## src/rtl/core/distance_constraint_solver_top_assert.svh

```systemverilog
// assertion macros for the distance constraint solver
`ifndef DISTANCE_CONSTRAINT_SOLVER_TOP_ASSERT_SVH
`define DISTANCE_CONSTRAINT_SOLVER_TOP_ASSERT_SVH

// same-cycle implication
`define DCS_ASSERT_IMP(lbl, ante, cons, msg) \
  lbl: assert property (@(posedge clk) disable iff (!rst_n) (ante) |-> (cons)) \
    else $error(msg);

// next-cycle implication
`define DCS_ASSERT_NXT(lbl, ante, cons, msg) \
  lbl: assert property (@(posedge clk) disable iff (!rst_n) (ante) |=> (cons)) \
    else $error(msg);

`endif

```

## src/rtl/core/dcs_pkg.sv

```systemverilog
// shared types, constants and widths of the distance constraint solver
`default_nettype none

package dcs_pkg;

  localparam int POS_BITS   = 24;
  localparam int MASS_BITS  = 16;
  localparam int REST_W     = 23;
  localparam int STR_W      = 12;
  localparam int MAG_W      = POS_BITS + 1;
  localparam int NSQ_W      = 2 * MAG_W;
  localparam int STR_FRAC2  = 16;
  localparam int CFG_IDX_W  = 2;
  localparam int CFG_DATA_W = 23;
  localparam int WQ_DEPTH   = 4;
  localparam int OQ_DEPTH   = 2;

  localparam logic [CFG_IDX_W-1:0] CFG_REST    = 2'd0;
  localparam logic [CFG_IDX_W-1:0] CFG_STRETCH = 2'd1;
  localparam logic [CFG_IDX_W-1:0] CFG_TENSION = 2'd2;

  typedef struct packed {
    logic signed [POS_BITS-1:0] body1_x;
    logic signed [POS_BITS-1:0] body1_y;
    logic signed [POS_BITS-1:0] body2_x;
    logic signed [POS_BITS-1:0] body2_y;
    logic [MASS_BITS-1:0]       body1_mass;
    logic [MASS_BITS-1:0]       body2_mass;
  } dcs_in_t;

  typedef struct packed {
    logic signed [POS_BITS-1:0] move1_x;
    logic signed [POS_BITS-1:0] move1_y;
    logic signed [POS_BITS-1:0] move2_x;
    logic signed [POS_BITS-1:0] move2_y;
    logic                       broken;
    logic                       moved;
  } dcs_out_t;

  typedef struct packed {
    logic [MAG_W-1:0]     ax;
    logic [MAG_W-1:0]     ay;
    logic                 vx_neg;
    logic                 vy_neg;
    logic [NSQ_W-1:0]     nsq;
    logic [MASS_BITS-1:0] m1;
    logic [MASS_BITS-1:0] m2;
  } dcs_work_t;

  typedef struct packed {
    logic [REST_W-1:0] rest_length;
    logic [STR_W-1:0]  max_stretch;
    logic              only_tension;
  } dcs_cfg_t;

  typedef enum logic [3:0] {
    ST_IDLE,
    ST_LIM,
    ST_L0,
    ST_L1,
    ST_L2,
    ST_L3,
    ST_BRK,
    ST_SQRT,
    ST_DELTA,
    ST_MUL,
    ST_DLD,
    ST_DIV,
    ST_RND,
    ST_FIN
  } dcs_state_t;

endpackage

`default_nettype wire

```

## src/rtl/core/dcs_front.sv

```systemverilog
// front end: separation vector, magnitudes and squared distance, one transaction a cycle while the work queue has room
`default_nettype none

module dcs_front (
  input  wire logic             clk,
  input  wire logic             rst_n,
  input  wire logic             push,
  output logic                  full,
  input  wire dcs_pkg::dcs_in_t in_data,
  output logic                  wq_push,
  input  wire logic             wq_full,
  output dcs_pkg::dcs_work_t    wq_data
);

  localparam int MAG_W = dcs_pkg::MAG_W;
  localparam int NSQ_W = dcs_pkg::NSQ_W;

  logic                        en;
  logic                        s1_valid_r, s2_valid_r;
  logic signed [MAG_W-1:0]     vx_c, vy_c;
  logic [MAG_W-1:0]            ax_c, ay_c;
  logic [MAG_W-1:0]            s1_ax_r, s1_ay_r;
  logic                        s1_vxn_r, s1_vyn_r;
  logic [dcs_pkg::MASS_BITS-1:0] s1_m1_r, s1_m2_r;
  logic [NSQ_W-1:0]            sqx_c, sqy_c;
  dcs_pkg::dcs_work_t          s2_r;

  assign en      = !s2_valid_r || !wq_full;
  assign full    = !en;
  assign wq_push = s2_valid_r && !wq_full;
  assign wq_data = s2_r;

  assign vx_c = MAG_W'(in_data.body1_x) - MAG_W'(in_data.body2_x);
  assign vy_c = MAG_W'(in_data.body1_y) - MAG_W'(in_data.body2_y);
  assign ax_c = vx_c[MAG_W-1] ? MAG_W'(-vx_c) : MAG_W'(vx_c);
  assign ay_c = vy_c[MAG_W-1] ? MAG_W'(-vy_c) : MAG_W'(vy_c);

  assign sqx_c = NSQ_W'(s1_ax_r) * NSQ_W'(s1_ax_r);
  assign sqy_c = NSQ_W'(s1_ay_r) * NSQ_W'(s1_ay_r);

  always_ff @(posedge clk) begin
    if (!rst_n) begin
      s1_valid_r <= 1'b0;
      s2_valid_r <= 1'b0;
    end else if (en) begin
      s1_valid_r <= push;
      s2_valid_r <= s1_valid_r;
    end
  end

  always_ff @(posedge clk) begin
    if (en) begin
      s1_ax_r     <= ax_c;
      s1_ay_r     <= ay_c;
      s1_vxn_r    <= vx_c[MAG_W-1];
      s1_vyn_r    <= vy_c[MAG_W-1];
      s1_m1_r     <= in_data.body1_mass;
      s1_m2_r     <= in_data.body2_mass;
      s2_r.ax     <= s1_ax_r;
      s2_r.ay     <= s1_ay_r;
      s2_r.vx_neg <= s1_vxn_r;
      s2_r.vy_neg <= s1_vyn_r;
      s2_r.nsq    <= sqx_c + sqy_c;
      s2_r.m1     <= s1_m1_r;
      s2_r.m2     <= s1_m2_r;
    end
  end

endmodule

`default_nettype wire

```

## config.mk

```make
export PLATFORM = sky130hd
export DESIGN_NAME = dcs_front
export DESIGN_NICKNAME = d
export VERILOG_FILES = /design/src/rtl/core/distance_constraint_solver_top_assert.svh /design/src/rtl/core/dcs_pkg.sv /design/src/rtl/core/dcs_front.sv
export SDC_FILE = /design/constraint.sdc
export NUM_CORES = 2
export LEC_CHECK = 0
export BUFFER_PORTS_ARGS = -buffer_cell sky130_fd_sc_hd__buf_2
export CORE_ASPECT_RATIO = 0.9
export CORE_MARGIN = 1
export CORE_UTILIZATION = 40
export DETAILED_ROUTE_END_ITERATION = 16
export GPL_TIMING_DRIVEN = 0
export PLACE_DENSITY = 0.61
export RECOVER_POWER = 100
export SLEW_MARGIN = 10
export SYNTH_ARGS = -nofsm -noshare
export SYNTH_HDL_FRONTEND = slang
export SYNTH_SLANG_ARGS = --single-unit
```

## constraint.sdc

```tcl
create_clock -name clk -period 9.6 [get_ports clk]
set_input_delay 0.48 -clock clk [delete_from_list [all_inputs] [get_ports clk]]
set_output_delay 0.48 -clock clk [all_outputs]
set_load 0.1 [all_outputs]
```

==> impl_metrics.tcl <==
set metrics [dict create \
    status "finished, violations left" \
    violations "capacitance limit, slew limit" \
    cts_tree "built" \
    avgSynthCellArea_um2 10.09 \
    r2r_start "s1_ay_r[3]$_DFFE_PN_" \
    holdCritPathClass "in -> reg" \
    yosys.area_share.simple_pct 9.700 \
    die_x_um 361.3 \
    path_class "reg -> reg" \
    drt-total-wl_mm 127.9 \
    reg2reg_slack_ns 0.19 \
    nFillCells 11237 \
    htree_levels 1 \
    hpwlAfterDp_mm 107.3 \
    port-buffer-count 267 \
    grt_max_degree 59 \
    ys_seq_area_share_pct 14.17 \
    synth_mux_area_share_pct 0.1642 \
    synth_cell_type_count 74 \
    syn_inst 4606 \
    r2r_cells 27 \
    grt_pass1_wl_mm 200.3 \
    viasPerCell 4.949 \
    skew_ns 0.03132 \
    synth-edff-count 218 \
    cts_max_path_buffers 3 \
    grt_antenna_before_repair 12 \
    cap_violations 4 \
    worst_slew_pin_slew_ns 3.346 \
    hold_depth 2 \
    wl_per_cell_um 19.63 \
    synthArstFlopShare_pct 0 \
    die_h_um 325.4 \
    overflow 0 \
    min_to "s2_valid_r$_SDFFE_PN0N_" \
    yosysWarnings 0 \
    slew_violations 213 \
    min_from "rst_n" \
    vias 32249 \
    cts.sinks 220 \
    area_growth_pct 10.38 \
    clk_pin_slew_ns 0.07 \
    grt_pass1_vias 35087 \
    synth_area_leaders "fa_1 (45%), edfxtp_1 (14%), inv_1 (11%), ha_1 (11%), and2_1 (3.6%)" \
    synth-seq-cells 220 \
    firstDrtPassIters 5 \
    finalWeightedCongestion 0.9620 \
    rr_endpoint "wq_data[74]$_DFFE_PN_" \
    postRouteAntennaNets 0 \
    drt_iter0_markers 1991 \
    synthAdderAreaFrac_pct 55.90 \
    grt_usage_pct 22.63 \
    fin_crit_sh_pct 98.03 \
    die_area_um2 117600 \
    finish.utilization_pct 44.55 \
    root_buffer "clkbuf_16" \
    io_pins 268 \
    synth_nets 6193 \
    worstPathMaxFanout 10 \
    synth_top_cell_by_area "fa_1" \
    fmax_mhz 106.3 \
    synth_area_um2 46480 \
    rsz0062_at_grt "false" \
    synth_top_family_by_area "adder cells" \
    clock_latency_ns 0.64 \
    crit_arrival_ns 9.76 \
    drc 0 \
    slew_headroom_pct -123.0 \
    end_kind "flip-flop" \
    core_um2 115200 \
    rows 118 \
    numCtsBuffers 29 \
    synth_ff_type "edfxtp_1" \
    final_nets 6577 \
    start_util_pct 40.36 \
    finalWorstPathRequiredPeriod_ns 9.411 \
    setup_viol_count_final 0 \
    synth_xor_area_share_pct 2.676 \
    drive_gt1_share_pct 6.523 \
    critical_path_required_ns 9.95 \
    hold_violations 0 \
    cp-start-kind "flip-flop" \
    synth_compound_area_share_pct 5.029 \
    synth_top_area_share_pct 44.62 \
]
## worst max-delay path by stage
stage	from	endpoint	slack, ns
floorplan	wq_full	s2_valid_r$_SDFFE_PN0N_	1.30
global placement	s1_ax_r[4]$_DFFE_PN_	wq_data[79]$_DFFE_PN_	-1.98
detailed placement	s1_ax_r[18]$_DFFE_PN_	wq_data[74]$_DFFE_PN_	-0.62
CTS	s1_ay_r[13]$_DFFE_PN_	wq_data[75]$_DFFE_PN_	0.003
global route	s1_ax_r[19]$_DFFE_PN_	wq_data[75]$_DFFE_PN_	0.03
finish	s1_ay_r[3]$_DFFE_PN_	wq_data[74]$_DFFE_PN_	0.19
## through the flow
step / setup slack, ns / area, um2 / TNS (ns) / hold slack, ns / cells
after floorplan: 1.298 / 46480 / 0 / 0.4003 / 4606
after global placement: -1.975 / 49690 / -15.30 / 0.4001 / 6373
after detailed placement: -0.6199 / 49820 / -3.012 / 0.4045 / 6378
after CTS: 0.002802 / 51370 / 0 / 0.02392 / 6485
after global routing: 0.03187 / 51290 / 0 / 0.05811 / 6513
final: 0.1891 / 51300 / 0 / 0.06729 / 6516
## cells in the final DEF (no fill, tap or decap), types with 54 or more instances in the layout
cell type,Yosys,layout
ha_1,419,419
a21oi_1,108,109
nor2_1,106,106
edfxtp_1,218,218
xnor2_1,86,85
a21o_1,57,57
xor2_1,56,56
nand2_1,368,368
and2_1,267,265
clkbuf_2,0,54
clkbuf_1,125,205
inv_1,1398,1395
fa_1,1036,1036
buf_2,3,139
## flip-flops by register name, indices dropped and copies added (netlist names)
register	flops
s1_m1_r	16
s1_ay_r	25
s2_valid_r	1
s1_ax_r	25
wq_data	134
s1_vxn_r	1
s1_m2_r	16
s1_valid_r	1
s1_vyn_r	1
## area by class of cell
cell class / instances / area, um2 / area share, %
Antenna cell: 3 / 7.507 / 0.01463
Timing Repair Buffer: 355 / 1871 / 3.646
Buffer: 128 / 591.8 / 1.154
Clock inverter: 25 / 266.5 / 0.5195
Sequential cell: 220 / 6586 / 12.84
Tap cell: 1500 / 1877 / 3.659
Multi-Input combinational cell: 2857 / 34120 / 66.50
Inverter: 1399 / 5259 / 10.25
Clock buffer: 29 / 725.7 / 1.415
## what timing repair did
item,CTS,global route
gates resized for setup,42,98
pin swaps,0,1
cloned,0,0
setup endpoints to repair,13,14
endpoints found under the hold margin,32,0
buffers inserted,22,29
hold buffers,32,0
## cells in the mapped netlist, types with 18 or more instances
cell         n
inv_1     1398
fa_1      1036
ha_1       419
nand2_1    368
and2_1     267
edfxtp_1   218
clkbuf_1   125
a21oi_1    108
nor2_1     106
xnor2_1     86
a21o_1      57
xor2_1      56
o21ai_0     53
nand3_1     28
o21a_1      21
nor3_1      19
a31oi_1     18
## cells by family (layout without fill, tap and decap cells)
logic type,Yosys count,in the layout
multiplexers,7,7
XOR/XNOR,142,142
AND/OR/NAND/NOR,895,895
buffers and inverters,1529,1936
other,0,3
AO/OA/AOI/OAI,358,358
adder cells (fa/ha/maj),1455,1455
flip-flops,220,220
## layer usage
| layer | up-vias | wire length (um) | GRT usage [%] |
|---|---|---|---|
| met1 | 16707 | 52350 | 29.95 |
| met4 | 2 | 3106 | 4.937 |
| met2 | 930 | 64030 | 39.11 |
| li1 | 14472 | - | - |
| met3 | 138 | 8396 | 3.456 |
| met5 | - | 7 | 0 |
## critical path, stage by stage (launching register included)
cell      delay [ns]
edfxtp_1        0.49
buf_4           0.21
clkbuf_1        0.61
nand2_1         0.22
fa_1            0.55
fa_1            0.47
fa_1            0.50
inv_1           0.04
ha_1            0.19
fa_1            0.54
inv_1           0.06
fa_1            0.52
inv_1           0.06
fa_1            0.48
inv_1           0.05
fa_1            0.48
inv_1           0.05
fa_1            0.44
ha_1            0.36
and3_1          0.24
nand4_1         0.11
a21oi_1         0.10
o31ai_1         1.08
a211oi_1        0.35
o31ai_1         0.34
nand2b_1        0.16
a31oi_1         0.27
xnor2_1         0.12
Power is left out: the tool's default activity adds up to more than one toggle a clock period on the data nets, which glitch-free logic cannot reach.
