==> config.mk <==
export PLATFORM = sky130hd
export DESIGN_NAME = dcs_fifo
export DESIGN_NICKNAME = d
export VERILOG_FILES = /design/src/rtl/core/distance_constraint_solver_top_assert.svh /design/src/rtl/core/dcs_fifo.sv
export SDC_FILE = /design/constraint.sdc
export NUM_CORES = 1
export LEC_CHECK = 0
export BUFFER_PORTS_ARGS = -buffer_cell sky130_fd_sc_hd__buf_2
export CAP_MARGIN = 20
export CELL_PAD_IN_SITES_DETAIL_PLACEMENT = 0
export CELL_PAD_IN_SITES_GLOBAL_PLACEMENT = 1
export CORE_MARGIN = 1
export CORE_UTILIZATION = 41
export CTS_BUF_LIST = sky130_fd_sc_hd__clkbuf_8
export DETAILED_ROUTE_END_ITERATION = 8
export GPL_TIMING_DRIVEN = 0
export HOLD_SLACK_MARGIN = 0.03
export PLACE_DENSITY_LB_ADDON = 0.2
export SKIP_CTS_REPAIR_TIMING = 1
export SYNTH_ARGS = -nofsm -noshare
export SYNTH_HDL_FRONTEND = slang
export SYNTH_SLANG_ARGS = --single-unit
==> constraint.sdc <==
create_clock -name clk -period 1.9 [get_ports clk]
set_input_delay 0.285 -clock clk [delete_from_list [all_inputs] [get_ports clk]]
set_output_delay 0.285 -clock clk [all_outputs]
set_load 0.01 [all_outputs]
==> src/rtl/core/distance_constraint_solver_top_assert.svh <==
// assertion macros for the distance constraint solver
`ifndef DISTANCE_CONSTRAINT_SOLVER_TOP_ASSERT_SVH
`define DISTANCE_CONSTRAINT_SOLVER_TOP_ASSERT_SVH

// same-cycle implication
`define DCS_ASSERT_IMP(lbl, ante, cons, msg) \
  lbl: assert property (@(posedge clk) disable iff (!rst_n) (ante) |-> (cons)) \
    else $error(msg);

// next-cycle implication
`define DCS_ASSERT_NXT(lbl, ante, cons, msg) \
  lbl: assert property (@(posedge clk) disable iff (!rst_n) (ante) |=> (cons)) \
    else $error(msg);

`endif

==> src/rtl/core/dcs_fifo.sv <==
// small first-in first-out queue with push/full and pop/empty sides
`default_nettype none

module dcs_fifo #(
  parameter type data_t = logic,
  parameter int  DEPTH  = 4
) (
  input  wire logic  clk,
  input  wire logic  rst_n,
  input  wire logic  push,
  output logic       full,
  input  wire data_t din,
  input  wire logic  pop,
  output logic       empty,
  output data_t      dout
);

  localparam int PTR_W = (DEPTH > 1) ? $clog2(DEPTH) : 1;
  localparam int CNT_W = $clog2(DEPTH + 1);

  data_t            mem_r [DEPTH];
  logic [PTR_W-1:0] wr_ptr_r, wr_ptr_nxt;
  logic [PTR_W-1:0] rd_ptr_r, rd_ptr_nxt;
  logic [CNT_W-1:0] count_r, count_nxt;
  logic             do_push, do_pop;

  assign full    = (count_r == CNT_W'(DEPTH));
  assign empty   = (count_r == '0);
  assign dout    = mem_r[rd_ptr_r];
  assign do_push = push && !full;
  assign do_pop  = pop && !empty;

  always_comb begin
    wr_ptr_nxt = wr_ptr_r;
    rd_ptr_nxt = rd_ptr_r;
    count_nxt  = count_r;
    if (do_push) begin
      wr_ptr_nxt = (wr_ptr_r == PTR_W'(DEPTH - 1)) ? '0 : wr_ptr_r + 1'b1;
    end
    if (do_pop) begin
      rd_ptr_nxt = (rd_ptr_r == PTR_W'(DEPTH - 1)) ? '0 : rd_ptr_r + 1'b1;
    end
    if (do_push && !do_pop) begin
      count_nxt = count_r + 1'b1;
    end else if (do_pop && !do_push) begin
      count_nxt = count_r - 1'b1;
    end
  end

  always_ff @(posedge clk) begin
    if (!rst_n) begin
      wr_ptr_r <= '0;
      rd_ptr_r <= '0;
      count_r  <= '0;
    end else begin
      wr_ptr_r <= wr_ptr_nxt;
      rd_ptr_r <= rd_ptr_nxt;
      count_r  <= count_nxt;
    end
  end

  always_ff @(posedge clk) begin
    if (do_push) begin
      mem_r[wr_ptr_r] <= din;
    end
  end

endmodule

`default_nettype wire

==> results of run 1 <==
[synth_stat cells, drive strengths merged]
cell type and instances:
dfxtp 9, ha 6, nand2 6, and2 5
edfxtp 4, inv 3, mux2i 3, o21ai 3
nand3 2, nor2 2, nor2b 2, a21boi 1
buf 1, clkbuf 1, fa 1, mux4 1
nor3 1, nor3b 1, o31ai 1, or3 1
xnor2 1, xor2 1
[worst max path at each step]
stage | start | end | slack, ps | cells after the start
floorplan | count_r[2] | count_r[2] | 30 | 9
global placement | count_r[2] | count_r[2] | -40 | 9
detailed placement | count_r[0] | count_r[2] | -40 | 7
CTS | count_r[2] | count_r[2] | -70 | 9
global route | count_r[2] | count_r[2] | -170 | 9
finish | count_r[0] | count_r[2] | -40 | 7
[metal layers]
layer | part of all wire, % | track usage, %
met2 | 43 | 20.70
met4 | 1.4 | 9.677
met1 | 51 | 17.73
met5 | 0 | 0
met3 | 3.9 | 4.891
[power by group through the flow]
stage / Clock (uW) / Combinational, uW / Sequential (uW)
after floorplan: 0 / 268 / 430
after global placement: 0 / 334 / 443
after detailed placement: 0 / 332 / 444
after CTS: 249 / 336 / 437
after global routing: 257 / 415 / 453
final: 233 / 353 / 439
[final cells by class]
type | count | area [um^2]
plain buffers | 2 | 11.26
clock buffers | 3 | 41.29
clock inverters | 1 | 3.754
fillers | 130 | 570.5
inverters | 3 | 11.26
multi-input cells | 38 | 337.8
flip-flops and latches | 13 | 306.5
well taps | 15 | 18.77
repair buffers | 11 | 65.06
[stage by stage]
stage	instance area [um^2]	power, uW	std cells	setup TNS [ps]
floorplan	664.4	698.5	56	0
global placement	718.2	776.6	78	-36.65
detailed placement	718.2	776.0	78	-44.89
CTS	763.2	1022	82	-68.24
global route	795.8	1125	86	-171.4
finish	795.8	1025	86	-38.21
[kinds of logic (layout without fill, tap and decap cells)]
logic type	Yosys count	count (layout)	share of synthesized area (%)
compound gates	5	5	5.577
buf+inv	5	20	3.186
mux	4	4	8.366
simple gates	20	20	17.13
fa+ha+maj	7	7	15.14
flops	13	13	47.81
xor+xnor	2	2	2.789
==> impl_metrics.toml, run 1 <==
[status]
status = "finished with violations"
violations = "negative setup slack"

[timing]
fin_skew_ps = 0.7665
period_needed_ps = 1938
fmax_mhz = 515.9
setup_viol = 1
max_slew.worst_pin.slew_ps = 371.9
worst_slack_ps = -38.21
finalHoldViolations = 0
rsz0062_at_grt = "true"
relSlewSlack_pct = 75.21
slew_violations = 0
timing.hold.ws_ps = 266.5
post-route-period-util_pct = 102.0

[place]
place_hpwl_um = 650.2
place.gp.congestion = 0.6974
port-buffer-count = 7
pre_cts_ws_ps = -44.89

[hold_path]
hp-class = "primary input to flip-flop"
hold_depth = 1
hp-start = "din"
whs_endpoint = "mem_r[0]"

[finish]
final_util_pct = 58.24
layout_common_cells = "7 x buf_2, 6 x nand2_1, 6 x dfxtp_1"
finish.net_count = 84
num_antenna_cells = 0
drive_gt1_share_pct = 32.39
synthToLayoutAreaGrowth_pct = 26.69
layout_commonest_cell = "buf_2"

[pwr]
p_switching_uw = 316.8
pwr-share-clk_pct = 22.7
ir_worst_vdd_mv = 0.7007
power_density_mw_per_mm2 = 1288
power_leakage_uw = 0.0003380
internal_power_uw = 708.1
swShare_pct = 30.91
power_frac_seq_pct = 42.8
p_comb_share_pct = 34.5

[floorplan]
placementRows = 13
die_h_um = 41.14
start_util_pct = 45.97
die_w_um = 41.14
io_pins = 8
core_mm2 = 0.001366
dieArea_mm2 = 0.001693

[drt]
drtPass1Iterations = 4
drtIter0Drc = 6
drc = 0
wl_um = 865
ant_nets = 0
wl_per_cell_um = 10.06
num_vias = 401
viasPerCell = 4.663

[job]
maxCapViolations = 0

[critical_path]
worst_setup_path_end_kind = "flip-flop"
r2r_end = "count_r[2]"
slowest_stage = "dfxtp_4"
cp.buffers_inverters = 1
r2r_slack_ps = -40
cp_data_arrival_time_ps = 2100
critPathMaxStageDelay_ps = 370
cp_top_family = "adder cells"
ff2ff_path_depth = 7
path_class = "flip-flop to flip-flop"
r2r-start = "count_r[0]"
crit_fanout = 5
critPathLaunchType = "flip-flop"
required_ps = 2070
worstPathCellList = "o31ai_4 > ha_4 > inv_1 > fa_2 > xor2_1 > or3_1 > a21boi_1"

[yosys]
synthTopCellsByArea = "dfxtp_1 29%, edfxtp_1 19%, ha_1 12%"
synth.net_count = 68
ys_seq_area_share_pct = 47.81
ys_warn_count = 0
synthDistinctLibCells = 22
ys_ff_latch = 13
synth_top_area_share_pct = 28.69
avgSynthCellArea_um2 = 11.22
synth.largest_area_cell = "dfxtp_1"
syn_inst = 56
netlist_area_um2 = 628.1

[global_routing]
grt_pass1_vias = 360
antenna_found_initial = 0
grt_overflow = 0
grt_start_max_net_pins = 11
track_usage_pct = 14.32
grt_pass1_wl_um = 1469

[clock_network]
ctsHtreeMaxLevel = 1
cts.clk_slew.worst_paths_ps = 50
cts_buffer_depth = 2
cts_sinks = 13
cts-buffers-inserted = 3
root_buffer = "clkbuf_8"
insertion_delay_ps = 240
cts_tree = "built"
Power figures use the tool's default switching activity.
==> inputs of run 2 (changes only) <==
Settings changed: PLACE_DENSITY from default to 0.83, PLACE_DENSITY_LB_ADDON 0.2 to default, SKIP_LAST_GASP from default to 1.
==> run 2 against run 1 <==
Worst hold slack improved by 3.8 ps. Die area did not move. The run still ends with negative setup slack left. Critical path depth rose by 2. Combinational power rose by 1%. Clock-buffer cell count did not move.
==> impl_metrics.toml, run 2 (same netlist as run 1, synthesis figures left out) <==
[status]
status = "finished with violations"
violations = "negative setup slack"

[timing]
timing.hold.ws_ps = 270.4
setup_viol = 1
finalHoldViolations = 0
fmax_mhz = 515.9
rsz0062_at_grt = "true"
fin_skew_ps = 2.853
max_slew.worst_pin.slew_ps = 405.2
worst_slack_ps = -38.51
slew_violations = 0
period_needed_ps = 1939
relSlewSlack_pct = 72.98
final.setup.tns_ps = -38.51
post-route-period-util_pct = 102.0

[critical_path]
r2r_end = "count_r[2]"
cp_data_arrival_time_ps = 2110
critPathLaunchType = "flip-flop"
worst_setup_path_end_kind = "flip-flop"
ff2ff_path_depth = 9
path_class = "flip-flop to flip-flop"
required_ps = 2070
crit_fanout = 5
slowest_stage = "dfxtp_4"
critPathMaxStageDelay_ps = 360
cp.depth = 9
cp_top_family = "simple AND/OR/NAND/NOR gates"
r2r-start = "count_r[2]"
crit_start = "count_r[2]"
worstSetupEndpoint = "count_r[2]"
worstPathCellList = "nor3b_4 > nor2b_1 > buf_4 > ha_4 > inv_1 > fa_2 > xor2_1 > or3_1 > a21boi_1"
r2r_slack_ps = -40
cp.buffers_inverters = 2

[clock_network]
cts_buffer_depth = 2
cts_tree = "built"
ctsHtreeMaxLevel = 1
cts-buffers-inserted = 3
root_buffer = "clkbuf_8"
cts.clk_slew.worst_paths_ps = 50
insertion_delay_ps = 240
cts_sinks = 13

[floorplan]
start_util_pct = 45.97
core_mm2 = 0.001366
io_pins = 8
die_w_um = 41.14
die_h_um = 41.14
placementRows = 13
dieArea_mm2 = 0.001693

[drt]
wl_per_cell_um = 11.85
drtPass1Iterations = 2
drtIter0Drc = 2
wl_um = 995
viasPerCell = 4.917
drc = 0
num_vias = 413
ant_nets = 0

[place]
place.gp.congestion = 0.6185
port-buffer-count = 7
dpl.cell_count = 78
place_hpwl_um = 739.4
placed_area_um2 = 718.2

[pwr]
power_density_mw_per_mm2 = 1324
power_leakage_uw = 0.0003285
ir_worst_vdd_mv = 0.7321

[finish]
stdcell_count = 84
finish.net_count = 82
layout_common_cells = "7 x buf_2, 6 x nand2_1, 6 x dfxtp_1"
stdcell_area_um2 = 785.8
final_util_pct = 57.51
fillCellCount = 134
synthToLayoutAreaGrowth_pct = 25.10
drive_gt1_share_pct = 30.43
num_antenna_cells = 0
multi_input_area_um2 = 337.8
layout_commonest_cell = "buf_2"
seq_area_um2 = 311.5

[global_routing]
grt_overflow = 0
grt_pass1_wl_um = 1683
antenna_found_initial = 0
grt_start_max_net_pins = 11
grt_pass1_vias = 421
track_usage_pct = 16.33

[hold_path]
hold_depth = 1
hp-class = "primary input to flip-flop"

[job]
maxCapViolations = 0
[run 2: changes by cell type in the layout (fill, tap and decap cells not counted), sizes merged]
cell  delta
buf      -2
[run 2: layout make-up]
cell class / count / area share, %
Tap cell: 15 / 2.389
Timing Repair Buffer: 9 / 6.369
Clock inverter: 1 / 0.4777
Multi-Input combinational cell: 38 / 42.99
Clock buffer: 3 / 5.255
Inverter: 3 / 1.433
Sequential cell: 13 / 39.65
Buffer: 2 / 1.433
[run 2: worst register-to-register path, delay by kind of cell (launching register included)]
| kind | cells | cell delay, ps |
|---|---|---|
| AOI/OAI and AO/OA | 1 | 110 |
| xor gates and xnor gates | 1 | 150 |
| adders and majority gates | 2 | 460 |
| buffers and inverters | 2 | 200 |
| DFF | 1 | 360 |
| and+or+nand+nor | 3 | 580 |
[run 2: power breakdown]
part / switching, uW / internal [uW] / total (uW)
sequential: 79.2 / 367 / 446
clock: 94.8 / 142 / 237
combinational: 156 / 201 / 357
[run 2: worst min path at each step]
| stage | start | endpoint | slack [ps] |
|---|---|---|---|
| CTS | din | mem_r[2] | 270 |
| finish | din | mem_r[2] | 270 |
| floorplan | din | mem_r[0] | 380 |
| global placement | wr_ptr_r[1] | wr_ptr_r[1] | 490 |
| detailed placement | wr_ptr_r[1] | wr_ptr_r[1] | 500 |
| global route | din | mem_r[2] | 270 |
[run 2: per-stage QoR]
step,power [uW],setup WS [ps]
floorplan,698.5,25.16
global placement,768.9,-34.91
detailed placement,784.7,-69.96
CTS,1033,-86.98
global route,1131,-144.0
finish,1040,-38.51
[run 2: routing by layer]
layer	part of all wire, %	global-route usage, %
met1	38	14.67
met2	58	32.42
met3	3.7	6.522
met4	0	4.839
met5	0	0
