==> config.mk <==
export PLATFORM = sky130hd
export DESIGN_NAME = dcs_back
export DESIGN_NICKNAME = d
export VERILOG_FILES = /design/src/rtl/core/distance_constraint_solver_top_assert.svh /design/src/rtl/core/dcs_pkg.sv /design/src/rtl/core/dcs_back.sv
export SDC_FILE = /design/constraint.sdc
export NUM_CORES = 2
export LEC_CHECK = 0
export BUFFER_PORTS_ARGS = -buffer_cell sky130_fd_sc_hd__buf_2
export CAP_MARGIN = 20
export CORE_MARGIN = 2
export CORE_UTILIZATION = 55
export DETAILED_ROUTE_END_ITERATION = 10
export PLACE_DENSITY = 0.75
export SYNTH_ARGS = -nofsm -noshare
export SYNTH_HDL_FRONTEND = slang
export SYNTH_SLANG_ARGS = --single-unit
==> constraint.sdc <==
create_clock -name clk -period 13.9 [get_ports clk]
set_input_delay 0.695 -clock clk [delete_from_list [all_inputs] [get_ports clk]]
set_output_delay 0.695 -clock clk [all_outputs]
set_load 0.03 [all_outputs]
==> src/rtl/core/distance_constraint_solver_top_assert.svh <==
// assertion macros for the distance constraint solver
`ifndef DISTANCE_CONSTRAINT_SOLVER_TOP_ASSERT_SVH
`define DISTANCE_CONSTRAINT_SOLVER_TOP_ASSERT_SVH

// same-cycle implication
`define DCS_ASSERT_IMP(lbl, ante, cons, msg) \
  lbl: assert property (@(posedge clk) disable iff (!rst_n) (ante) |-> (cons)) \
    else $error(msg);

// next-cycle implication
`define DCS_ASSERT_NXT(lbl, ante, cons, msg) \
  lbl: assert property (@(posedge clk) disable iff (!rst_n) (ante) |=> (cons)) \
    else $error(msg);

`endif

==> src/rtl/core/dcs_pkg.sv <==
// shared types, constants and widths of the distance constraint solver
`default_nettype none

package dcs_pkg;

  localparam int POS_BITS   = 24;
  localparam int MASS_BITS  = 16;
  localparam int REST_W     = 23;
  localparam int STR_W      = 12;
  localparam int MAG_W      = POS_BITS + 1;
  localparam int NSQ_W      = 2 * MAG_W;
  localparam int STR_FRAC2  = 16;
  localparam int CFG_IDX_W  = 2;
  localparam int CFG_DATA_W = 23;
  localparam int WQ_DEPTH   = 4;
  localparam int OQ_DEPTH   = 2;

  localparam logic [CFG_IDX_W-1:0] CFG_REST    = 2'd0;
  localparam logic [CFG_IDX_W-1:0] CFG_STRETCH = 2'd1;
  localparam logic [CFG_IDX_W-1:0] CFG_TENSION = 2'd2;

  typedef struct packed {
    logic signed [POS_BITS-1:0] body1_x;
    logic signed [POS_BITS-1:0] body1_y;
    logic signed [POS_BITS-1:0] body2_x;
    logic signed [POS_BITS-1:0] body2_y;
    logic [MASS_BITS-1:0]       body1_mass;
    logic [MASS_BITS-1:0]       body2_mass;
  } dcs_in_t;

  typedef struct packed {
    logic signed [POS_BITS-1:0] move1_x;
    logic signed [POS_BITS-1:0] move1_y;
    logic signed [POS_BITS-1:0] move2_x;
    logic signed [POS_BITS-1:0] move2_y;
    logic                       broken;
    logic                       moved;
  } dcs_out_t;

  typedef struct packed {
    logic [MAG_W-1:0]     ax;
    logic [MAG_W-1:0]     ay;
    logic                 vx_neg;
    logic                 vy_neg;
    logic [NSQ_W-1:0]     nsq;
    logic [MASS_BITS-1:0] m1;
    logic [MASS_BITS-1:0] m2;
  } dcs_work_t;

  typedef struct packed {
    logic [REST_W-1:0] rest_length;
    logic [STR_W-1:0]  max_stretch;
    logic              only_tension;
  } dcs_cfg_t;

  typedef enum logic [3:0] {
    ST_IDLE,
    ST_LIM,
    ST_L0,
    ST_L1,
    ST_L2,
    ST_L3,
    ST_BRK,
    ST_SQRT,
    ST_DELTA,
    ST_MUL,
    ST_DLD,
    ST_DIV,
    ST_RND,
    ST_FIN
  } dcs_state_t;

endpackage

`default_nettype wire

==> src/rtl/core/dcs_back.sv <==
// back end: break test, serial square root and divides, mass split and saturation
`default_nettype none

module dcs_back (
  input  wire logic               clk,
  input  wire logic               rst_n,
  input  wire dcs_pkg::dcs_cfg_t  cfg,
  input  wire logic               wq_empty,
  output logic                    wq_pop,
  input  wire dcs_pkg::dcs_work_t wq_data,
  input  wire logic               oq_full,
  output logic                    oq_push,
  output dcs_pkg::dcs_out_t       oq_data
);

  localparam int POS_BITS = dcs_pkg::POS_BITS;
  localparam int MASS_W   = dcs_pkg::MASS_BITS;
  localparam int MAG_W    = dcs_pkg::MAG_W;
  localparam int NSQ_W    = dcs_pkg::NSQ_W;
  localparam int LIM_W    = dcs_pkg::REST_W + dcs_pkg::STR_W;
  localparam int LIM_LO   = (LIM_W + 1) / 2;
  localparam int LIM_HI   = LIM_W - LIM_LO;
  localparam int CMP_A    = 2 * LIM_W;
  localparam int CMP_B    = NSQ_W + dcs_pkg::STR_FRAC2;
  localparam int CMP_W    = (CMP_A > CMP_B) ? CMP_A : CMP_B;
  localparam int MUL_T    = (MAG_W > MASS_W) ? MAG_W : MASS_W;
  localparam int MUL_W    = (MUL_T > LIM_LO) ? MUL_T : LIM_LO;
  localparam int PROD_W   = 2 * MUL_W;
  localparam int DIVR_W   = (MAG_W + 1 > MASS_W + 1) ? MAG_W + 1 : MASS_W + 1;
  localparam int CNT_W    = $clog2(MAG_W);
  localparam int N_OPS    = 6;
  localparam int OP_W     = $clog2(N_OPS);
  localparam logic [OP_W-1:0] OP_TX  = OP_W'(0);
  localparam logic [OP_W-1:0] OP_TY  = OP_W'(1);
  localparam logic [OP_W-1:0] OP_U1X = OP_W'(2);
  localparam logic [OP_W-1:0] OP_U1Y = OP_W'(3);
  localparam logic [OP_W-1:0] OP_U2X = OP_W'(4);
  localparam logic [OP_W-1:0] OP_U2Y = OP_W'(5);
  localparam logic [MAG_W-1:0] POS_MAX = MAG_W'((64'd1 << (POS_BITS - 1)) - 64'd1);

  function automatic logic [POS_BITS-1:0] sat_pos(input logic [MAG_W-1:0] mag,
                                                  input logic neg);
    logic [MAG_W-1:0] m;
    logic [MAG_W-1:0] n;
    if (!neg) begin
      m = (mag > POS_MAX) ? POS_MAX : mag;
      return m[POS_BITS-1:0];
    end
    m = (mag > POS_MAX + 1'b1) ? POS_MAX + 1'b1 : mag;
    n = ~m + 1'b1;
    return n[POS_BITS-1:0];
  endfunction

  dcs_pkg::dcs_state_t state_r, state_nxt;
  dcs_pkg::dcs_work_t  wk_r, wk_nxt;
  logic [LIM_W-1:0]    limit_r, limit_nxt;
  logic [CMP_W-1:0]    lsq_r, lsq_nxt;
  logic [PROD_W-1:0]   prod_r, prod_nxt;
  logic [NSQ_W-1:0]    sq_n_r, sq_n_nxt;
  logic [MAG_W+1:0]    sq_rem_r, sq_rem_nxt;
  logic [MAG_W-1:0]    root_r, root_nxt;
  logic [CNT_W-1:0]    cnt_r, cnt_nxt;
  logic [MAG_W-1:0]    dmag_r, dmag_nxt;
  logic                dneg_r, dneg_nxt;
  logic                split_r, split_nxt;
  logic [OP_W-1:0]     op_r, op_nxt;
  logic [DIVR_W-1:0]   dv_rem_r, dv_rem_nxt;
  logic [MAG_W-1:0]    dv_num_r, dv_num_nxt;
  logic [MAG_W-1:0]    dv_q_r, dv_q_nxt;
  logic [DIVR_W-1:0]   dv_d_r, dv_d_nxt;
  logic [MAG_W-1:0]    qres_r [N_OPS];
  logic [MAG_W-1:0]    qres_nxt [N_OPS];
  logic                broken_r, broken_nxt;
  logic                moved_r, moved_nxt;

  logic [MUL_W-1:0]    mul_a, mul_b;
  logic [PROD_W-1:0]   mul_p;
  logic [MAG_W+3:0]    sq_sh, sq_trial;
  logic                sq_ge;
  logic [DIVR_W:0]     dv_sh;
  logic                dv_ge, dv_up;
  logic [DIVR_W-1:0]   div_d;
  logic [MAG_W:0]      delta_c;
  logic                brk_c;
  logic [CMP_W-1:0]    lhs_c;
  logic                tneg_x, tneg_y;
  logic [MAG_W-1:0]    u1x, u1y, u2x, u2y;

  assign mul_p = PROD_W'(mul_a) * PROD_W'(mul_b);

  always_comb begin
    mul_a = '0;
    mul_b = '0;
    case (state_r)
      dcs_pkg::ST_L0: begin
        mul_a = MUL_W'(limit_r[LIM_W-1:LIM_LO]);
        mul_b = MUL_W'(limit_r[LIM_W-1:LIM_LO]);
      end
      dcs_pkg::ST_L1: begin
        mul_a = MUL_W'(limit_r[LIM_W-1:LIM_LO]);
        mul_b = MUL_W'(limit_r[LIM_LO-1:0]);
      end
      dcs_pkg::ST_L2: begin
        mul_a = MUL_W'(limit_r[LIM_LO-1:0]);
        mul_b = MUL_W'(limit_r[LIM_LO-1:0]);
      end
      dcs_pkg::ST_MUL: begin
        case (op_r)
          OP_TX: begin
            mul_a = MUL_W'(wk_r.ax);
            mul_b = MUL_W'(dmag_r);
          end
          OP_TY: begin
            mul_a = MUL_W'(wk_r.ay);
            mul_b = MUL_W'(dmag_r);
          end
          OP_U1X: begin
            mul_a = MUL_W'(qres_r[0]);
            mul_b = MUL_W'(wk_r.m2);
          end
          OP_U1Y: begin
            mul_a = MUL_W'(qres_r[1]);
            mul_b = MUL_W'(wk_r.m2);
          end
          OP_U2X: begin
            mul_a = MUL_W'(qres_r[0]);
            mul_b = MUL_W'(wk_r.m1);
          end
          OP_U2Y: begin
            mul_a = MUL_W'(qres_r[1]);
            mul_b = MUL_W'(wk_r.m1);
          end
          default: begin
            mul_a = '0;
            mul_b = '0;
          end
        endcase
      end
      default: begin
        mul_a = '0;
        mul_b = '0;
      end
    endcase
  end

  assign sq_sh    = {sq_rem_r, sq_n_r[NSQ_W-1 -: 2]};
  assign sq_trial = (MAG_W + 4)'({root_r, 2'b01});
  assign sq_ge    = (sq_sh >= sq_trial);

  assign dv_sh = {dv_rem_r, dv_num_r[MAG_W-1]};
  assign dv_ge = (dv_sh >= (DIVR_W + 1)'(dv_d_r));
  assign dv_up = (dv_rem_r >= (dv_d_r - dv_rem_r));
  assign div_d = (op_r == OP_TX || op_r == OP_TY) ? DIVR_W'({root_r, 1'b0})
                                                  : DIVR_W'(wk_r.m1) + DIVR_W'(wk_r.m2);

  assign delta_c = (MAG_W + 1)'(root_r) - (MAG_W + 1)'(cfg.rest_length);
  assign lhs_c   = CMP_W'(wk_r.nsq) << dcs_pkg::STR_FRAC2;
  assign brk_c   = (cfg.max_stretch != '0) && (lhs_c > lsq_r);

  always_comb begin
    state_nxt  = state_r;
    wk_nxt     = wk_r;
    limit_nxt  = limit_r;
    lsq_nxt    = lsq_r;
    prod_nxt   = prod_r;
    sq_n_nxt   = sq_n_r;
    sq_rem_nxt = sq_rem_r;
    root_nxt   = root_r;
    cnt_nxt    = cnt_r;
    dmag_nxt   = dmag_r;
    dneg_nxt   = dneg_r;
    split_nxt  = split_r;
    op_nxt     = op_r;
    dv_rem_nxt = dv_rem_r;
    dv_num_nxt = dv_num_r;
    dv_q_nxt   = dv_q_r;
    dv_d_nxt   = dv_d_r;
    qres_nxt   = qres_r;
    broken_nxt = broken_r;
    moved_nxt  = moved_r;
    wq_pop     = 1'b0;
    oq_push    = 1'b0;
    case (state_r)
      dcs_pkg::ST_IDLE: begin
        if (!wq_empty) begin
          wq_pop    = 1'b1;
          wk_nxt    = wq_data;
          state_nxt = dcs_pkg::ST_LIM;
        end
      end
      dcs_pkg::ST_LIM: begin
        limit_nxt = LIM_W'(cfg.rest_length) * LIM_W'(cfg.max_stretch);
        state_nxt = dcs_pkg::ST_L0;
      end
      dcs_pkg::ST_L0: begin
        prod_nxt  = mul_p;
        state_nxt = dcs_pkg::ST_L1;
      end
      dcs_pkg::ST_L1: begin
        lsq_nxt   = CMP_W'(prod_r) << (2 * LIM_LO);
        prod_nxt  = mul_p;
        state_nxt = dcs_pkg::ST_L2;
      end
      dcs_pkg::ST_L2: begin
        lsq_nxt   = lsq_r + (CMP_W'(prod_r) << (LIM_LO + 1));
        prod_nxt  = mul_p;
        state_nxt = dcs_pkg::ST_L3;
      end
      dcs_pkg::ST_L3: begin
        lsq_nxt   = lsq_r + CMP_W'(prod_r);
        state_nxt = dcs_pkg::ST_BRK;
      end
      dcs_pkg::ST_BRK: begin
        broken_nxt = brk_c;
        moved_nxt  = 1'b0;
        sq_n_nxt   = wk_r.nsq;
        sq_rem_nxt = '0;
        root_nxt   = '0;
        cnt_nxt    = '0;
        state_nxt  = brk_c ? dcs_pkg::ST_FIN : dcs_pkg::ST_SQRT;
      end
      dcs_pkg::ST_SQRT: begin
        sq_rem_nxt = sq_ge ? (MAG_W + 2)'(sq_sh - sq_trial) : (MAG_W + 2)'(sq_sh);
        root_nxt   = {root_r[MAG_W-2:0], sq_ge};
        sq_n_nxt   = sq_n_r << 2;
        cnt_nxt    = cnt_r + 1'b1;
        if (cnt_r == CNT_W'(MAG_W - 1)) begin
          state_nxt = dcs_pkg::ST_DELTA;
        end
      end
      dcs_pkg::ST_DELTA: begin
        dneg_nxt  = delta_c[MAG_W];
        dmag_nxt  = delta_c[MAG_W] ? MAG_W'(-delta_c) : MAG_W'(delta_c);
        split_nxt = (wk_r.m1 != '0) && (wk_r.m2 != '0) && !delta_c[MAG_W];
        op_nxt    = OP_TX;
        if (root_r == '0) begin
          state_nxt = dcs_pkg::ST_FIN;
        end else if (cfg.only_tension && (delta_c[MAG_W] || delta_c == '0)) begin
          state_nxt = dcs_pkg::ST_FIN;
        end else begin
          moved_nxt = 1'b1;
          state_nxt = dcs_pkg::ST_MUL;
        end
      end
      dcs_pkg::ST_MUL: begin
        prod_nxt  = mul_p;
        state_nxt = dcs_pkg::ST_DLD;
      end
      dcs_pkg::ST_DLD: begin
        dv_rem_nxt = DIVR_W'(prod_r[PROD_W-1:MAG_W]);
        dv_num_nxt = prod_r[MAG_W-1:0];
        dv_q_nxt   = '0;
        dv_d_nxt   = div_d;
        cnt_nxt    = '0;
        state_nxt  = dcs_pkg::ST_DIV;
      end
      dcs_pkg::ST_DIV: begin
        dv_rem_nxt = dv_ge ? DIVR_W'(dv_sh - (DIVR_W + 1)'(dv_d_r)) : DIVR_W'(dv_sh);
        dv_q_nxt   = {dv_q_r[MAG_W-2:0], dv_ge};
        dv_num_nxt = dv_num_r << 1;
        cnt_nxt    = cnt_r + 1'b1;
        if (cnt_r == CNT_W'(MAG_W - 1)) begin
          state_nxt = dcs_pkg::ST_RND;
        end
      end
      dcs_pkg::ST_RND: begin
        qres_nxt[op_r] = dv_q_r + MAG_W'(dv_up);
        if (op_r == OP_U2Y || (op_r == OP_TY && !split_r)) begin
          state_nxt = dcs_pkg::ST_FIN;
        end else begin
          op_nxt    = op_r + 1'b1;
          state_nxt = dcs_pkg::ST_MUL;
        end
      end
      dcs_pkg::ST_FIN: begin
        if (!oq_full) begin
          oq_push   = 1'b1;
          state_nxt = dcs_pkg::ST_IDLE;
        end
      end
      default: begin
        state_nxt = dcs_pkg::ST_IDLE;
      end
    endcase
  end

  assign tneg_x = (wk_r.vx_neg != dneg_r) && (qres_r[0] != '0);
  assign tneg_y = (wk_r.vy_neg != dneg_r) && (qres_r[1] != '0);
  assign u1x    = split_r ? qres_r[2] : qres_r[0];
  assign u1y    = split_r ? qres_r[3] : qres_r[1];
  assign u2x    = split_r ? qres_r[4] : qres_r[0];
  assign u2y    = split_r ? qres_r[5] : qres_r[1];

  always_comb begin
    oq_data.broken  = broken_r;
    oq_data.moved   = moved_r;
    oq_data.move1_x = '0;
    oq_data.move1_y = '0;
    oq_data.move2_x = '0;
    oq_data.move2_y = '0;
    if (moved_r) begin
      oq_data.move1_x = sat_pos(u1x, !tneg_x && (qres_r[0] != '0));
      oq_data.move1_y = sat_pos(u1y, !tneg_y && (qres_r[1] != '0));
      oq_data.move2_x = sat_pos(u2x, tneg_x);
      oq_data.move2_y = sat_pos(u2y, tneg_y);
    end
  end

  always_ff @(posedge clk) begin
    if (!rst_n) begin
      state_r <= dcs_pkg::ST_IDLE;
    end else begin
      state_r <= state_nxt;
    end
  end

  always_ff @(posedge clk) begin
    wk_r     <= wk_nxt;
    limit_r  <= limit_nxt;
    lsq_r    <= lsq_nxt;
    prod_r   <= prod_nxt;
    sq_n_r   <= sq_n_nxt;
    sq_rem_r <= sq_rem_nxt;
    root_r   <= root_nxt;
    cnt_r    <= cnt_nxt;
    dmag_r   <= dmag_nxt;
    dneg_r   <= dneg_nxt;
    split_r  <= split_nxt;
    op_r     <= op_nxt;
    dv_rem_r <= dv_rem_nxt;
    dv_num_r <= dv_num_nxt;
    dv_q_r   <= dv_q_nxt;
    dv_d_r   <= dv_d_nxt;
    qres_r   <= qres_nxt;
    broken_r <= broken_nxt;
    moved_r  <= moved_nxt;
  end

endmodule

`default_nettype wire

==> out/qor.csv <==
stage;metric;value;unit
run_status;status;finished clean;
synthesis;synth.top_cells.by_count;nand2_1 (1230), inv_1 (1105), fa_1 (742);
worst_hold_path;min_from;wq_data[74];
route;drt_pass1_iterations;8;
critical_path;rrSetupSlack;1.89;ns
critical_path;cpPeakStageDelay;1.16;ns
route;drc_errors;0;
job;cap_violations;0;
timing;fmax;83.3;MHz
placed_design;dpl.hpwl;182000;um
timing;hold_violations;0;
grt;antenna_found_initial;7;
placed_design;place_congestion;1.06;
pwr;share_comb_of_total_power;42.8;%
timing;slew_headroom;12.2;%
synthesis;synth_edf_count;680;
grt;grt_pass1_vias;59774;
synthesis;synth_most_common_cell;nand2_1;
clock_tree;cts_sinks;684;
critical_path;cp_max_fo;24;
critical_path;r2r_cells;32;
pwr;pwr-share-clk;24.3;%
route;avgRoutedWirePerCell;23.4;um
floorplanning;die_area;136000;um^2
final_layout;nNetsFinal;9660;
placed_design;numPortBuffers;273;
clock_tree;htree_num_levels;3;
critical_path;crit_path_top_delay_cell;a221oi_1;
route;wirelength;234000;um
clock_tree;cts_tree;built;
clock_tree;post_cts_buffers;0;
synthesis;yosys_warnings;0;
synthesis;ys_ff_latch;684;
synthesis;synthTopCellsByArea;edfxtp_1 (28%), fa_1 (20%), ha_1 (9.6%), nand2_1 (6.3%), inv_1 (5.7%);
synthesis;synth_ff_type;edfxtp_1;
synthesis;yosysTopAreaCellShare;27.8;%
worst_hold_path;hp-class;input pin to flop;
synthesis;yosys.area.top_type;edfxtp_1;
grt;grt-ovfl-total;0;
synthesis;syn-num-nets;9548;
critical_path;cp-end-kind;flop;
pwr;switchingPower;3460;uW
pwr;leakage;0.0357;uW
synthesis;synthArstFlopShare;0;%
synthesis;yosysUniqueCellTypes;91;
route;ant_nets;0;
pwr;ir_drop;0.150;mV
critical_path;crit_arrival;12.45;ns
timing;fin_crit_sh;86.4;%
clock_tree;root_buffer;clkbuf_16;
synthesis;syn_inst;8068;
synthesis;ys_seq_area_share;27.9;%
timing;setup_violations;0;
clock_tree;ctsHoldBuffers;0;
timing;period_needed;12.01;ns
critical_path;r2r-end;prod_r[49];
floorplanning;core_area;132000;um^2
pwr;p_total;8620;uW
timing;rsz0062_at_grt;no;
floorplanning;fp-row-count;133;
final_layout;register_area;20500;um^2
clock_tree;clk_latency;0.73;ns
critical_path;cp-start-kind;flop;
pwr;power_density;109;nW/um^2
final_layout;fillers;11216;
clock_tree;ctsResizeCount;0;
pwr;p_int;5160;uW
floorplanning;dieHeight;369;um
pwr;p_seq_share;32.9;%
grt;grt_pass1_wl;354000;um
critical_path;worstSetupPathType;flop to flop;
final_layout;area_growth;7.98;%
floorplanning;start_util;55.6;%
route;detail_route.iter0.violations;6908;
critical_path;cpMostUsedCell;fa_1;
timing;tightest_slew;1.31;ns
critical_path;crit_start;state_r[3];
critical_path;worstPathRequired;14.35;ns
worst_hold_path;hold_end;lhs_c[58];
synthesis;syn_area_per_cell;9.09;um^2
synthesis;syn_area;73300;um^2
timing;holdWs;0.146;ns
timing;worst_clock_skew;0.0530;ns
timing;setup_tns;0;ns
clock_tree;clk_path_buf_depth;3;
clock_tree;cts_buffers;76;
floorplanning;dieWidth;369;um
route;num_vias;61236;
grt;grt_max_degree;100;
grt;grtUsageTotal;34.1;%
critical_path;r2r-start;state_r[3];
final_layout;drive_gt1_share;7.10;%
worst_hold_path;whs_path_depth;1;
final_layout;multi_input_area;47600;um^2
pwr;swShare;40.1;%
clock_tree;clk_pin_slew;0.06;ns
timing;final-max-slew-violation-count;0;
route;viasPerCell;6.12;
floorplanning;io_pins;274;
routing by layer:
layer | GRT usage [%] | routed length, um
met2 | 54.1 | 106000
met1 | 43.6 | 89000
met4 | 18.1 | 14200
met3 | 7.71 | 24600
met5 | 0 | 13
state kept, by name, summed over array words and instances, names as in the netlist, 26 cells and up:
name,cells
dv_d_r,26
dv_rem_r,26
lhs_c,50
limit_r,35
lsq_r,70
prod_r,50
qres_r,150
sq_n_r,50
sq_rem_r,27
wk_r,84
kinds of logic after synthesis:
group,synth area share (%)
AOI/OAI and AO/OA,13.3
and+or+nand+nor,16.6
DFF,27.9
buffers and inverters,7.48
adders and majority gates,29.9
muxes,0.899
xor gates and xnor gates,3.98
area by class of cell:
type	count	area share [%]
clock buffer	87	2.48
timing repair buffer	378	2.78
clock inverter	52	0.743
tap	1755	2.77
sequential	684	25.9
inverter	1109	5.26
multi-input combinational	5931	60.1
antenna	3	0.00948
cells in the final DEF (no fill, tap or decap), types with 37 or more instances in the layout:
cell,n
a31oi_1,65
a21o_1,184
buf_2,273
fa_1,742
o21ai_0,276
xor2_1,108
clkbuf_16,77
and3_1,49
a221oi_1,57
nand3_1,125
nor4_1,54
a21oi_1,492
xnor2_1,225
buf_4,100
nor2_1,633
nand2b_1,67
nand2_1,1228
mux2i_1,58
o21bai_1,37
edfxtp_1,680
nor2b_1,82
ha_1,564
o21a_1,46
and2_1,169
nand4_1,71
nor3_1,108
inv_1,1103
worst max-delay path, delay by kind of cell, from the launching register on:
| kind | cells | cell delay [ns] |
|---|---|---|
| buffers and inverters | 7 | 1.19 |
| XOR/XNOR | 1 | 0.09 |
| adder cells (fa/ha/maj) | 8 | 3.98 |
| flip-flops | 1 | 0.65 |
| AND/OR/NAND/NOR | 4 | 1.35 |
| AO/OA/AOI/OAI | 12 | 4.45 |
power by group through the flow:
stage	registers (uW)	clock network (uW)	logic (uW)
5_1_grt	2830	2190	4100
3_5_place_dp	2850	0	3620
2_1_floorplan	2690	0	2660
4_1_cts	2810	2120	3650
3_3_place_gp	2850	0	3510
6_report	2840	2090	3690
how the worst max path moves through the flow:
stage / to / slack [ns] / depth (start not counted)
final: prod_r[49] / 1.89 / 32
after global placement: prod_r[49] / 2.32 / 32
after detailed placement: prod_r[49] / 2.18 / 32
after floorplan: prod_r[49] / 3.79 / 35
after CTS: prod_r[49] / 2.09 / 32
after global routing: prod_r[49] / 1.39 / 32
stage by stage:
| stage | utilization (%) | instance area [um^2] | setup WS [ns] | instances |
|---|---|---|---|---|
| floorplan | - | 73400 | 3.79 | 8068 |
| global placement | 58.0 | 76500 | 2.32 | 9851 |
| detailed placement | 58.0 | 76600 | 2.18 | 9854 |
| CTS | 60.0 | 79100 | 2.09 | 9993 |
| global route | 60.0 | 79200 | 1.39 | 9997 |
| finish | 60.0 | 79200 | 1.89 | 9999 |
Power figures use the tool's default switching activity.
